### src/rtl/dea_pkg.sv
// Shared constants, codes and types of the directory extent allocator.
`default_nettype none

package dea_pkg;

  localparam int unsigned SectorBits  = 32;
  localparam int unsigned TypeBits    = 16;
  localparam int unsigned SlotBits    = 19;
  localparam int unsigned DirSecBits  = 16;
  localparam int unsigned AlignKbBits = 15;
  localparam int unsigned UnitBits    = AlignKbBits + 2;
  localparam int unsigned SlotsShift  = 3;
  localparam int unsigned CfgIdxBits  = 3;
  localparam int unsigned CfgDataBits = 32;
  localparam int unsigned DivCntBits  = $clog2(SectorBits);

  localparam logic [CfgIdxBits-1:0] CfgDirStart   = 3'd0;
  localparam logic [CfgIdxBits-1:0] CfgDirSectors = 3'd1;
  localparam logic [CfgIdxBits-1:0] CfgLastSector = 3'd2;
  localparam logic [CfgIdxBits-1:0] CfgRequest    = 3'd3;
  localparam logic [CfgIdxBits-1:0] CfgAlignEn    = 3'd4;
  localparam logic [CfgIdxBits-1:0] CfgAlignKb    = 3'd5;
  localparam logic [CfgIdxBits-1:0] CfgEndCode    = 3'd6;

  localparam logic ReqBegin = 1'b0;

  localparam logic [SectorBits-1:0]  DirStartRst   = SectorBits'(2);
  localparam logic [DirSecBits-1:0]  DirSectorsRst = DirSecBits'(1);
  localparam logic [SectorBits-1:0]  LastSectorRst = '0;
  localparam logic [SectorBits-1:0]  RequestRst    = '0;
  localparam logic                   AlignEnRst    = 1'b0;
  localparam logic [AlignKbBits-1:0] AlignKbRst    = AlignKbBits'(1);
  localparam logic [TypeBits-1:0]    EndCodeRst    = '1;

  typedef enum logic [3:0] {
    ST_IDLE,
    ST_EVAL,
    ST_PHYS,
    ST_SETTLE,
    ST_SETTLE_END,
    ST_GRANT,
    ST_DIV,
    ST_FIX,
    ST_OUT
  } dea_state_e;

  typedef enum logic [1:0] {
    EV_NONE,
    EV_GRANT,
    EV_PHYS,
    EV_SETTLE_END
  } dea_ev_e;

  typedef struct packed {
    logic cap;
    logic eval;
    logic phys;
    logic refuse;
    logic grant;
    logic grant_end;
    logic div_step;
    logic fix;
    logic load;
  } dea_cmd_t;

  typedef struct packed {
    dea_ev_e ev_kind;
    logic    phys_refuse;
    logic    settle_refuse;
    logic    align_on;
    logic    div_last;
    logic    out_free;
  } dea_sts_t;

endpackage

`default_nettype wire

### src/rtl/dea_ctrl.sv
// Controller state machine that sequences scan, decision, alignment and output.
`default_nettype none

module dea_ctrl
  import dea_pkg::*;
(
  input  logic     clk_i,
  input  logic     rst_ni,
  input  logic     in_valid_i,
  output logic     in_stall_o,
  input  dea_sts_t sts_i,
  output dea_cmd_t cmd_o
);

  dea_state_e state_q, state_d;

  always_ff @(posedge clk_i or negedge rst_ni) begin
    if (!rst_ni) begin
      state_q <= ST_IDLE;
    end else begin
      state_q <= state_d;
    end
  end

  always_comb begin
    state_d    = state_q;
    cmd_o      = '0;
    in_stall_o = 1'b1;
    case (state_q)
      ST_IDLE: begin
        in_stall_o = 1'b0;
        if (in_valid_i) begin
          cmd_o.cap = 1'b1;
          state_d   = ST_EVAL;
        end
      end
      ST_EVAL: begin
        cmd_o.eval = 1'b1;
        case (sts_i.ev_kind)
          EV_NONE:       state_d = ST_IDLE;
          EV_GRANT:      state_d = ST_GRANT;
          EV_PHYS:       state_d = ST_PHYS;
          EV_SETTLE_END: state_d = ST_SETTLE_END;
          default:       state_d = ST_IDLE;
        endcase
      end
      ST_PHYS: begin
        if (sts_i.phys_refuse) begin
          cmd_o.refuse = 1'b1;
          state_d      = ST_OUT;
        end else begin
          cmd_o.phys = 1'b1;
          state_d    = ST_SETTLE;
        end
      end
      ST_SETTLE, ST_SETTLE_END: begin
        if (sts_i.settle_refuse) begin
          cmd_o.refuse = 1'b1;
          state_d      = ST_OUT;
        end else begin
          cmd_o.grant     = 1'b1;
          cmd_o.grant_end = (state_q == ST_SETTLE_END);
          state_d         = sts_i.align_on ? ST_DIV : ST_OUT;
        end
      end
      ST_GRANT: begin
        cmd_o.grant = 1'b1;
        state_d     = sts_i.align_on ? ST_DIV : ST_OUT;
      end
      ST_DIV: begin
        cmd_o.div_step = 1'b1;
        if (sts_i.div_last) begin
          state_d = ST_FIX;
        end
      end
      ST_FIX: begin
        cmd_o.fix = 1'b1;
        state_d   = ST_OUT;
      end
      ST_OUT: begin
        if (sts_i.out_free) begin
          cmd_o.load = 1'b1;
          state_d    = ST_IDLE;
        end
      end
      default: begin
        state_d = ST_IDLE;
      end
    endcase
  end

endmodule

`default_nettype wire

### src/rtl/dea_dpath.sv
// Datapath: configuration, scan state, gap compare, alignment remainder and output register.
`default_nettype none

module dea_dpath
  import dea_pkg::*;
(
  input  logic                   clk_i,
  input  logic                   rst_ni,
  input  dea_cmd_t               cmd_i,
  output dea_sts_t               sts_o,
  input  logic                   cfg_we_i,
  input  logic [CfgIdxBits-1:0]  cfg_index_i,
  input  logic [CfgDataBits-1:0] cfg_data_i,
  input  logic                   req_type_i,
  input  logic [TypeBits-1:0]    entry_type_i,
  input  logic [SectorBits-1:0]  entry_start_i,
  input  logic [SectorBits-1:0]  entry_size_i,
  output logic                   out_valid_o,
  input  logic                   out_stall_i,
  output logic                   granted_o,
  output logic [SectorBits-1:0]  alloc_start_o,
  output logic [SectorBits-1:0]  alloc_size_o,
  output logic [SlotBits-1:0]    slot_index_o,
  output logic                   move_end_marker_o
);

  logic [SectorBits-1:0]  dir_start_q, last_sector_q, request_q;
  logic [DirSecBits-1:0]  dir_sectors_q;
  logic                   align_en_q;
  logic [AlignKbBits-1:0] align_kb_q;
  logic [TypeBits-1:0]    end_code_q;

  logic                  req_q;
  logic [TypeBits-1:0]   type_q;
  logic [SectorBits-1:0] start_q, size_q;

  logic [SectorBits-1:0] last_used_q, last_used_d;
  logic                  open_valid_q, open_valid_d;
  logic [SlotBits-1:0]   open_slot_q, open_slot_d;
  logic [SectorBits-1:0] best_gap_q, best_gap_d;
  logic [SlotBits-1:0]   best_slot_q, best_slot_d;
  logic [SectorBits-1:0] best_after_q, best_after_d;
  logic [SlotBits-1:0]   slot_q, slot_d;
  logic                  scan_done_q, scan_done_d;

  logic                  res_granted_q, res_move_q;
  logic [SectorBits-1:0] res_start_q, res_size_q;
  logic [SlotBits-1:0]   res_slot_q;
  logic [SectorBits-1:0] div_sh_q;
  logic [UnitBits-1:0]   rem_q;
  logic [DivCntBits-1:0] div_cnt_q;

  logic                  out_valid_q;
  logic                  out_granted_q, out_move_q;
  logic [SectorBits-1:0] out_start_q, out_size_q;
  logic [SlotBits-1:0]   out_slot_q;

  logic [SlotBits-1:0]     total;
  logic                    fixed;
  logic [UnitBits-1:0]     unit;
  logic                    align_on;
  logic                    at_phys0, inc_phys;
  logic [SlotBits-1:0]     cnt_inc, new_os;
  logic [SectorBits+1:0]   ent_gap;
  logic                    ent_better, ent_fit, ent_grant;
  logic [SectorBits:0]     end_gap;
  logic                    end_better;
  logic                    is_end, is_purged;
  dea_ev_e                 ev_kind;
  logic [SectorBits-1:0]   s0, s_clamp;
  logic                    move;
  logic [UnitBits:0]       trial;
  logic [UnitBits-1:0]     pad;

  always_ff @(posedge clk_i or negedge rst_ni) begin
    if (!rst_ni) begin
      dir_start_q   <= DirStartRst;
      dir_sectors_q <= DirSectorsRst;
      last_sector_q <= LastSectorRst;
      request_q     <= RequestRst;
      align_en_q    <= AlignEnRst;
      align_kb_q    <= AlignKbRst;
      end_code_q    <= EndCodeRst;
    end else if (cfg_we_i) begin
      case (cfg_index_i)
        CfgDirStart:   dir_start_q   <= cfg_data_i[SectorBits-1:0];
        CfgDirSectors: dir_sectors_q <= cfg_data_i[DirSecBits-1:0];
        CfgLastSector: last_sector_q <= cfg_data_i[SectorBits-1:0];
        CfgRequest:    request_q     <= cfg_data_i[SectorBits-1:0];
        CfgAlignEn:    align_en_q    <= cfg_data_i[0];
        CfgAlignKb:    align_kb_q    <= cfg_data_i[AlignKbBits-1:0];
        CfgEndCode:    end_code_q    <= cfg_data_i[TypeBits-1:0];
        default: ;
      endcase
    end
  end

  always_ff @(posedge clk_i) begin
    if (cmd_i.cap) begin
      req_q   <= req_type_i;
      type_q  <= entry_type_i;
      start_q <= entry_start_i;
      size_q  <= entry_size_i;
    end
  end

  assign total     = {dir_sectors_q, {SlotsShift{1'b0}}};
  assign fixed     = (request_q != '0);
  assign unit      = {align_kb_q, 2'b00};
  assign align_on  = align_en_q && (align_kb_q != '0);
  assign at_phys0  = (slot_q >= total);
  assign cnt_inc   = slot_q + SlotBits'(1);
  assign inc_phys  = (cnt_inc >= total);
  assign new_os    = open_valid_q ? open_slot_q : slot_q;
  assign is_end    = (type_q == end_code_q);
  assign is_purged = (type_q == '0);

  // A file entry closes the open gap; a negative gap never wins.
  assign ent_gap    = {2'b00, start_q} - {2'b00, last_used_q} - (SectorBits+2)'(1);
  assign ent_better = !ent_gap[SectorBits+1] && (ent_gap[SectorBits:0] > {1'b0, best_gap_q});
  assign ent_fit    = fixed && (ent_gap[SectorBits:0] >= {1'b0, request_q});
  assign ent_grant  = open_valid_q && ent_better && ent_fit;

  assign end_gap    = {1'b0, last_sector_q} - {1'b0, last_used_q};
  assign end_better = !end_gap[SectorBits] && (end_gap[SectorBits-1:0] > best_gap_q);

  always_comb begin
    ev_kind = EV_NONE;
    if (req_q == ReqBegin || scan_done_q) begin
      ev_kind = EV_NONE;
    end else if (at_phys0) begin
      ev_kind = EV_PHYS;
    end else if (is_end) begin
      ev_kind = EV_SETTLE_END;
    end else if (is_purged) begin
      ev_kind = inc_phys ? EV_PHYS : EV_NONE;
    end else if (ent_grant) begin
      ev_kind = EV_GRANT;
    end else begin
      ev_kind = inc_phys ? EV_PHYS : EV_NONE;
    end
  end

  always_comb begin
    last_used_d  = last_used_q;
    open_valid_d = open_valid_q;
    open_slot_d  = open_slot_q;
    best_gap_d   = best_gap_q;
    best_slot_d  = best_slot_q;
    best_after_d = best_after_q;
    slot_d       = slot_q;
    scan_done_d  = scan_done_q;
    if (cmd_i.eval) begin
      if (req_q == ReqBegin) begin
        last_used_d  = dir_start_q + SectorBits'(dir_sectors_q) - SectorBits'(1);
        open_valid_d = 1'b0;
        open_slot_d  = '0;
        best_gap_d   = '0;
        best_slot_d  = '0;
        best_after_d = '0;
        slot_d       = '0;
        scan_done_d  = 1'b0;
      end else if (!scan_done_q && !at_phys0) begin
        if (is_end) begin
          open_valid_d = 1'b1;
          open_slot_d  = new_os;
          if (end_better) begin
            best_gap_d   = end_gap[SectorBits-1:0];
            best_slot_d  = new_os;
            best_after_d = last_used_q;
          end
        end else if (is_purged) begin
          open_valid_d = 1'b1;
          open_slot_d  = new_os;
          slot_d       = cnt_inc;
        end else begin
          if (open_valid_q && ent_better) begin
            best_gap_d   = ent_gap[SectorBits-1:0];
            best_slot_d  = open_slot_q;
            best_after_d = last_used_q;
          end
          if (!ent_grant) begin
            open_valid_d = 1'b0;
            last_used_d  = start_q + size_q - SectorBits'(1);
            slot_d       = cnt_inc;
          end
        end
      end
    end
    // Past the last slot the space after the last file counts as a gap.
    if (cmd_i.phys && open_valid_q && end_better) begin
      best_gap_d   = end_gap[SectorBits-1:0];
      best_slot_d  = open_slot_q;
      best_after_d = last_used_q;
    end
    if (cmd_i.refuse || cmd_i.grant) begin
      scan_done_d = 1'b1;
    end
  end

  always_ff @(posedge clk_i or negedge rst_ni) begin
    if (!rst_ni) begin
      last_used_q  <= '0;
      open_valid_q <= 1'b0;
      open_slot_q  <= '0;
      best_gap_q   <= '0;
      best_slot_q  <= '0;
      best_after_q <= '0;
      slot_q       <= '0;
      scan_done_q  <= 1'b1;
    end else begin
      last_used_q  <= last_used_d;
      open_valid_q <= open_valid_d;
      open_slot_q  <= open_slot_d;
      best_gap_q   <= best_gap_d;
      best_slot_q  <= best_slot_d;
      best_after_q <= best_after_d;
      slot_q       <= slot_d;
      scan_done_q  <= scan_done_d;
    end
  end

  assign s0      = best_after_q + SectorBits'(1);
  assign s_clamp = (align_on && (s0 < SectorBits'(unit))) ? SectorBits'(unit) : s0;
  assign move    = cmd_i.grant_end && (best_slot_q == slot_q) &&
                   (({1'b0, best_slot_q} + (SlotBits+1)'(1)) < {1'b0, total});
  assign trial   = {rem_q, div_sh_q[SectorBits-1]};
  assign pad     = unit - rem_q;

  // The remainder of the start by the alignment is found one bit per cycle.
  always_ff @(posedge clk_i) begin
    if (cmd_i.refuse) begin
      res_granted_q <= 1'b0;
      res_start_q   <= '0;
      res_size_q    <= '0;
      res_slot_q    <= '0;
      res_move_q    <= 1'b0;
    end else if (cmd_i.grant) begin
      res_granted_q <= 1'b1;
      res_start_q   <= s_clamp;
      res_size_q    <= fixed ? request_q : best_gap_q;
      res_slot_q    <= best_slot_q;
      res_move_q    <= move;
      div_sh_q      <= s_clamp;
      rem_q         <= '0;
    end else if (cmd_i.div_step) begin
      rem_q    <= (trial >= {1'b0, unit}) ? UnitBits'(trial - {1'b0, unit})
                                          : trial[UnitBits-1:0];
      div_sh_q <= {div_sh_q[SectorBits-2:0], 1'b0};
    end else if (cmd_i.fix) begin
      if (rem_q != '0) begin
        res_start_q <= res_start_q + SectorBits'(pad);
      end
    end
  end

  always_ff @(posedge clk_i or negedge rst_ni) begin
    if (!rst_ni) begin
      div_cnt_q <= '0;
    end else if (cmd_i.grant) begin
      div_cnt_q <= '0;
    end else if (cmd_i.div_step) begin
      div_cnt_q <= div_cnt_q + DivCntBits'(1);
    end
  end

  always_ff @(posedge clk_i or negedge rst_ni) begin
    if (!rst_ni) begin
      out_valid_q <= 1'b0;
    end else if (cmd_i.load) begin
      out_valid_q <= 1'b1;
    end else if (out_valid_q && !out_stall_i) begin
      out_valid_q <= 1'b0;
    end
  end

  always_ff @(posedge clk_i) begin
    if (cmd_i.load) begin
      out_granted_q <= res_granted_q;
      out_start_q   <= res_start_q;
      out_size_q    <= res_size_q;
      out_slot_q    <= res_slot_q;
      out_move_q    <= res_move_q;
    end
  end

  assign sts_o.ev_kind       = ev_kind;
  assign sts_o.phys_refuse   = !open_valid_q && fixed;
  assign sts_o.settle_refuse = (best_gap_q == '0) || (fixed && (best_gap_q < request_q));
  assign sts_o.align_on      = align_on;
  assign sts_o.div_last      = (div_cnt_q == DivCntBits'(SectorBits - 1));
  assign sts_o.out_free      = !out_valid_q || !out_stall_i;

  assign out_valid_o       = out_valid_q;
  assign granted_o         = out_granted_q;
  assign alloc_start_o     = out_start_q;
  assign alloc_size_o      = out_size_q;
  assign slot_index_o      = out_slot_q;
  assign move_end_marker_o = out_move_q;

endmodule

`default_nettype wire

### src/rtl/directory_extent_allocator_core.sv
// Each directory entry beat is first captured and then evaluated.
// A decision passes through the last-slot and settle steps as needed, then one output load.
// With alignment on, the start remainder is found one bit per cycle, followed by a fix step.
// A finished result waits in an output register while the next entry is taken in.
// Reset is asynchronous and active low; it restores the register defaults and leaves the
// scan done, so entries are ignored until a begin beat arrives.
`default_nettype none

module directory_extent_allocator_core
  import dea_pkg::*;
(
  input  logic                   clk_i,
  input  logic                   rst_ni,
  input  logic                   cfg_we_i,
  input  logic [CfgIdxBits-1:0]  cfg_index_i,
  input  logic [CfgDataBits-1:0] cfg_data_i,
  input  logic                   in_valid_i,
  output logic                   in_stall_o,
  input  logic                   req_type_i,
  input  logic [TypeBits-1:0]    entry_type_i,
  input  logic [SectorBits-1:0]  entry_start_i,
  input  logic [SectorBits-1:0]  entry_size_i,
  output logic                   out_valid_o,
  input  logic                   out_stall_i,
  output logic                   granted_o,
  output logic [SectorBits-1:0]  alloc_start_o,
  output logic [SectorBits-1:0]  alloc_size_o,
  output logic [SlotBits-1:0]    slot_index_o,
  output logic                   move_end_marker_o
);

  dea_cmd_t cmd;
  dea_sts_t sts;

  dea_ctrl u_ctrl (
    .clk_i      (clk_i),
    .rst_ni     (rst_ni),
    .in_valid_i (in_valid_i),
    .in_stall_o (in_stall_o),
    .sts_i      (sts),
    .cmd_o      (cmd)
  );

  dea_dpath u_dpath (
    .clk_i             (clk_i),
    .rst_ni            (rst_ni),
    .cmd_i             (cmd),
    .sts_o             (sts),
    .cfg_we_i          (cfg_we_i),
    .cfg_index_i       (cfg_index_i),
    .cfg_data_i        (cfg_data_i),
    .req_type_i        (req_type_i),
    .entry_type_i      (entry_type_i),
    .entry_start_i     (entry_start_i),
    .entry_size_i      (entry_size_i),
    .out_valid_o       (out_valid_o),
    .out_stall_i       (out_stall_i),
    .granted_o         (granted_o),
    .alloc_start_o     (alloc_start_o),
    .alloc_size_o      (alloc_size_o),
    .slot_index_o      (slot_index_o),
    .move_end_marker_o (move_end_marker_o)
  );

endmodule

`default_nettype wire

### config.mk
export PLATFORM = sky130hd
export DESIGN_NAME = directory_extent_allocator_core
export DESIGN_NICKNAME = d
export VERILOG_FILES = /design/src/rtl/dea_pkg.sv /design/src/rtl/dea_ctrl.sv /design/src/rtl/dea_dpath.sv /design/src/rtl/directory_extent_allocator_core.sv
export SDC_FILE = /design/constraint.sdc
export NUM_CORES = 2
export LEC_CHECK = 0
export BUFFER_PORTS_ARGS = -buffer_cell sky130_fd_sc_hd__buf_2
export CAP_MARGIN = 20
export CELL_PAD_IN_SITES_DETAIL_PLACEMENT = 1
export CELL_PAD_IN_SITES_GLOBAL_PLACEMENT = 1
export CORE_ASPECT_RATIO = 1.5
export CORE_UTILIZATION = 45
export CTS_BUF_LIST = sky130_fd_sc_hd__clkbuf_4
export DETAILED_ROUTE_END_ITERATION = 8
export PLACE_DENSITY_LB_ADDON = 0.1
export SLEW_MARGIN = 20
export SYNTH_ARGS = -nofsm -noshare
export SYNTH_HDL_FRONTEND = slang
export SYNTH_SLANG_ARGS = --single-unit
### constraint.sdc
create_clock -name clk_i -period 7.1 [get_ports clk_i]
set_input_delay 0.71 -clock clk_i [delete_from_list [all_inputs] [get_ports clk_i]]
set_output_delay 0.71 -clock clk_i [all_outputs]
set_load 0.1 [all_outputs]
==> flow_summary.ini <==
[status]
status = completed

[worst_setup_path]
cp-start-kind = flip-flop
crit_arrival_ps = 7940
cp.required_ps = 8090
cp_slowest_cell = or4b_4
crit_fanout = 5
max_stage_delay_ps = 500
path_class = flip-flop to flip-flop
cp-end-kind = flip-flop

[cts]
cts_root_buffer = clkbuf_4
ctsLongestPathBuffers = 3
clk_pin_slew_ps = 80
cts_htree_levels = 4
cts.sinks = 609
cts_tree = done
insertion_delay_ps = 1160
cts_buffers = 159

[sta]
rsz0062_at_grt = yes
final_max_slew_viol_count = 0
max-slew-margin-rel = 0.3317
setup_ws_ps = 151.1
fin_worst_skew_ps = 65.84
fmax_ghz = 0.1439
fin_crit_sh = 0.9787
tightestPinTransition_ps = 997.1
finalHoldViolations = 0
fin_crit_ps = 6949
setup_viol = 0
finalSetupTns_ps = 0

[synth]
ys_async_sr_fraction = 0.5074
syn_area_um2 = 39740
synth_flop_cell = dfrtp_1
postSynthCellCount = 4188
yosysUniqueCellTypes = 90
yosysMostFrequentCell = ha_1
synth.avg_cell_area_um2 = 9.488
synth_edf_count = 215
syn_nets = 4727
yosys-top-cells-count = ha_1, inv_1, nand2_1, dfrtp_1, a21oi_1
synth_warnings = 0
yosysTopAreaCell = dfrtp_1
synth-seq-area-share = 0.4005
synth_top_area_share = 0.1820
ys_seq_elements = 609
synth_area_leaders = dfrtp_1, edfxtp_1, ha_1

[die]
fp.dieH_um = 365.9
io_pins = 208
dieArea_um2 = 89520
coreArea_um2 = 87530
start_util = 0.4540
num_rows = 133
fp.dieW_um = 244.6

[global_routing]
grt_pass1_vias = 36287
grt-ovfl-total = 0
grt_max_degree = 107
track_usage = 0.3011
grt_first_pass_wirelength_um = 207300
antenna_found_initial = 3

[power]
powerDensity_nw_per_um2 = 407.1
ir_worst_vdd_mv = 0.2022
leakage_nw = 21.08

[detailed_routing]
drt_iter0_drc = 1613
detail_route.first_pass.iterations = 6
ant_nets = 0
via_count = 34081
remaining_drc_errors = 0
totalWireLength_um = 134300
via_per_inst = 5.696
routedWlPerCell_um = 22.44

[finish]
final_cell_count_no_fill = 5983
fillers = 10125
area_growth_pct = 17.45
drive_above_1_share = 0.1782
fin_util = 0.5332
num-nets-final = 5233

[placement]
place_congestion = 0.9676
pre_cts_slack_ps = -87.20
dp.cells = 5546
portBuffers = 207
dpl.hpwl_um = 103400

[run]
max-cap-violations = 0

[hold_path]
hold_path.class = primary input to async pin
routing by layer:
| layer | up-vias | global-route usage | share of wire |
|---|---|---|---|
| li1 | 16153 | - | - |
| met1 | 16901 | 0.3433 | 0.40 |
| met2 | 724 | 0.5395 | 0.51 |
| met3 | 303 | 0.04300 | 0.032 |
| met4 | 0 | 0.1577 | 0.055 |
| met5 | - | 0 | 0 |
flip-flops by register name, summed over array words and instances, names as in the netlist, 15 cells and up:
register,cells
u_dpath.align_kb_q,15
u_dpath.alloc_size_o,32
u_dpath.alloc_start_o,32
u_dpath.best_after_q,32
u_dpath.best_gap_q,32
u_dpath.best_slot_q,19
u_dpath.dir_sectors_q,16
u_dpath.dir_start_q,32
u_dpath.div_sh_q,32
u_dpath.end_code_q,16
u_dpath.last_sector_q,32
u_dpath.last_used_q,32
u_dpath.open_slot_q,19
u_dpath.rem_q,17
u_dpath.request_q,32
u_dpath.res_size_q,32
u_dpath.res_slot_q,19
u_dpath.res_start_q,32
u_dpath.size_q,32
u_dpath.slot_index_o,19
u_dpath.slot_q,19
u_dpath.start_q,32
u_dpath.type_q,16
power by group:
group / switching [mW] / internal [mW]
Sequential: 0.569 / 4.22
Combinational: 6.44 / 4.55
Clock: 1.62 / 1.60
Total: 8.63 / 10.4
worst max-delay path, delay by kind of cell, from the launching register on:
kind	cells	cell delay (ps)
AOI/OAI and AO/OA	15	3090
buffers and inverters	3	520
muxes	2	430
xor gates and xnor gates	1	170
and+or+nand+nor	4	1250
adders and majority gates	3	950
DFF	1	390
stage by stage:
step                      cell area, µm²  hold WS (ps)  total power [mW]
after floorplan                    39740         408.1             11.61
after global placement             43040         412.8             15.11
after detailed placement           43040         416.2             15.40
after CTS                          46310         29.70             18.78
after global routing               46670         23.46             20.41
final                              46670         99.63             19.00
timing repair:
action	in CTS	in global routing
hold buffers	115	0
pin swaps	4	29
endpoints found under the hold margin	257	0
setup endpoints to repair	38	137
resized for setup	3	33
setup buffers	2	14
cloned	0	3
cells by family (layout without fill, tap and decap cells):
group / count (synthesis) / after routing / share of synthesized area
simple gates: 1121 / 1121 / 0.1358
compound gates: 1057 / 1057 / 0.1744
flops: 609 / 609 / 0.4005
buf+inv: 562 / 1199 / 0.05460
fa+ha+maj: 418 / 418 / 0.1328
xor+xnor: 263 / 263 / 0.05797
mux: 158 / 158 / 0.04389
other cells: 0 / 11 / 0
final cells by class:
type	instances	area (µm²)	share of cell area
Timing Repair Buffer	512	3834	0.08214
Tap cell	1147	1435	0.03075
Multi-Input combinational cell	3017	21890	0.4690
Clock buffer	232	1742	0.03732
Sequential cell	609	15920	0.3410
Clock inverter	60	347.8	0.007453
Antenna cell	11	27.53	0.0005898
Inverter	395	1483	0.03177
worst paths after layout:
kind	startpoint	end	slack, ps	cells past startpoint
min in group clk_i	cfg_index_i[0]	u_dpath.align_en_q	180	3
max in group asynchronous	rst_ni	u_dpath.slot_q[14]	5520	3
setup reg to reg	u_dpath.last_used_q[0]	u_dpath.last_used_q[6]	150	28
hold reg to reg	u_dpath.res_size_q[13]	u_dpath.alloc_size_o[13]	420	0
setup / recovery	u_dpath.last_used_q[0]	u_dpath.last_used_q[6]	150	28
hold / removal	rst_ni	u_dpath.best_after_q[29]	100	2
layout by cell type (no fill, tap or decap), drive strengths merged, types with 115 or more instances in the layout:
cell type    count
dlygate4sd3    115
inv            399
nor2           245
a21oi          273
edfxtp         215
ha             412
dfrtp          289
a21o           134
nand2          379
xnor2          153
o21ai          211
clkbuf         235
buf            394
Note: power is estimated with default switching activity, not from simulation.
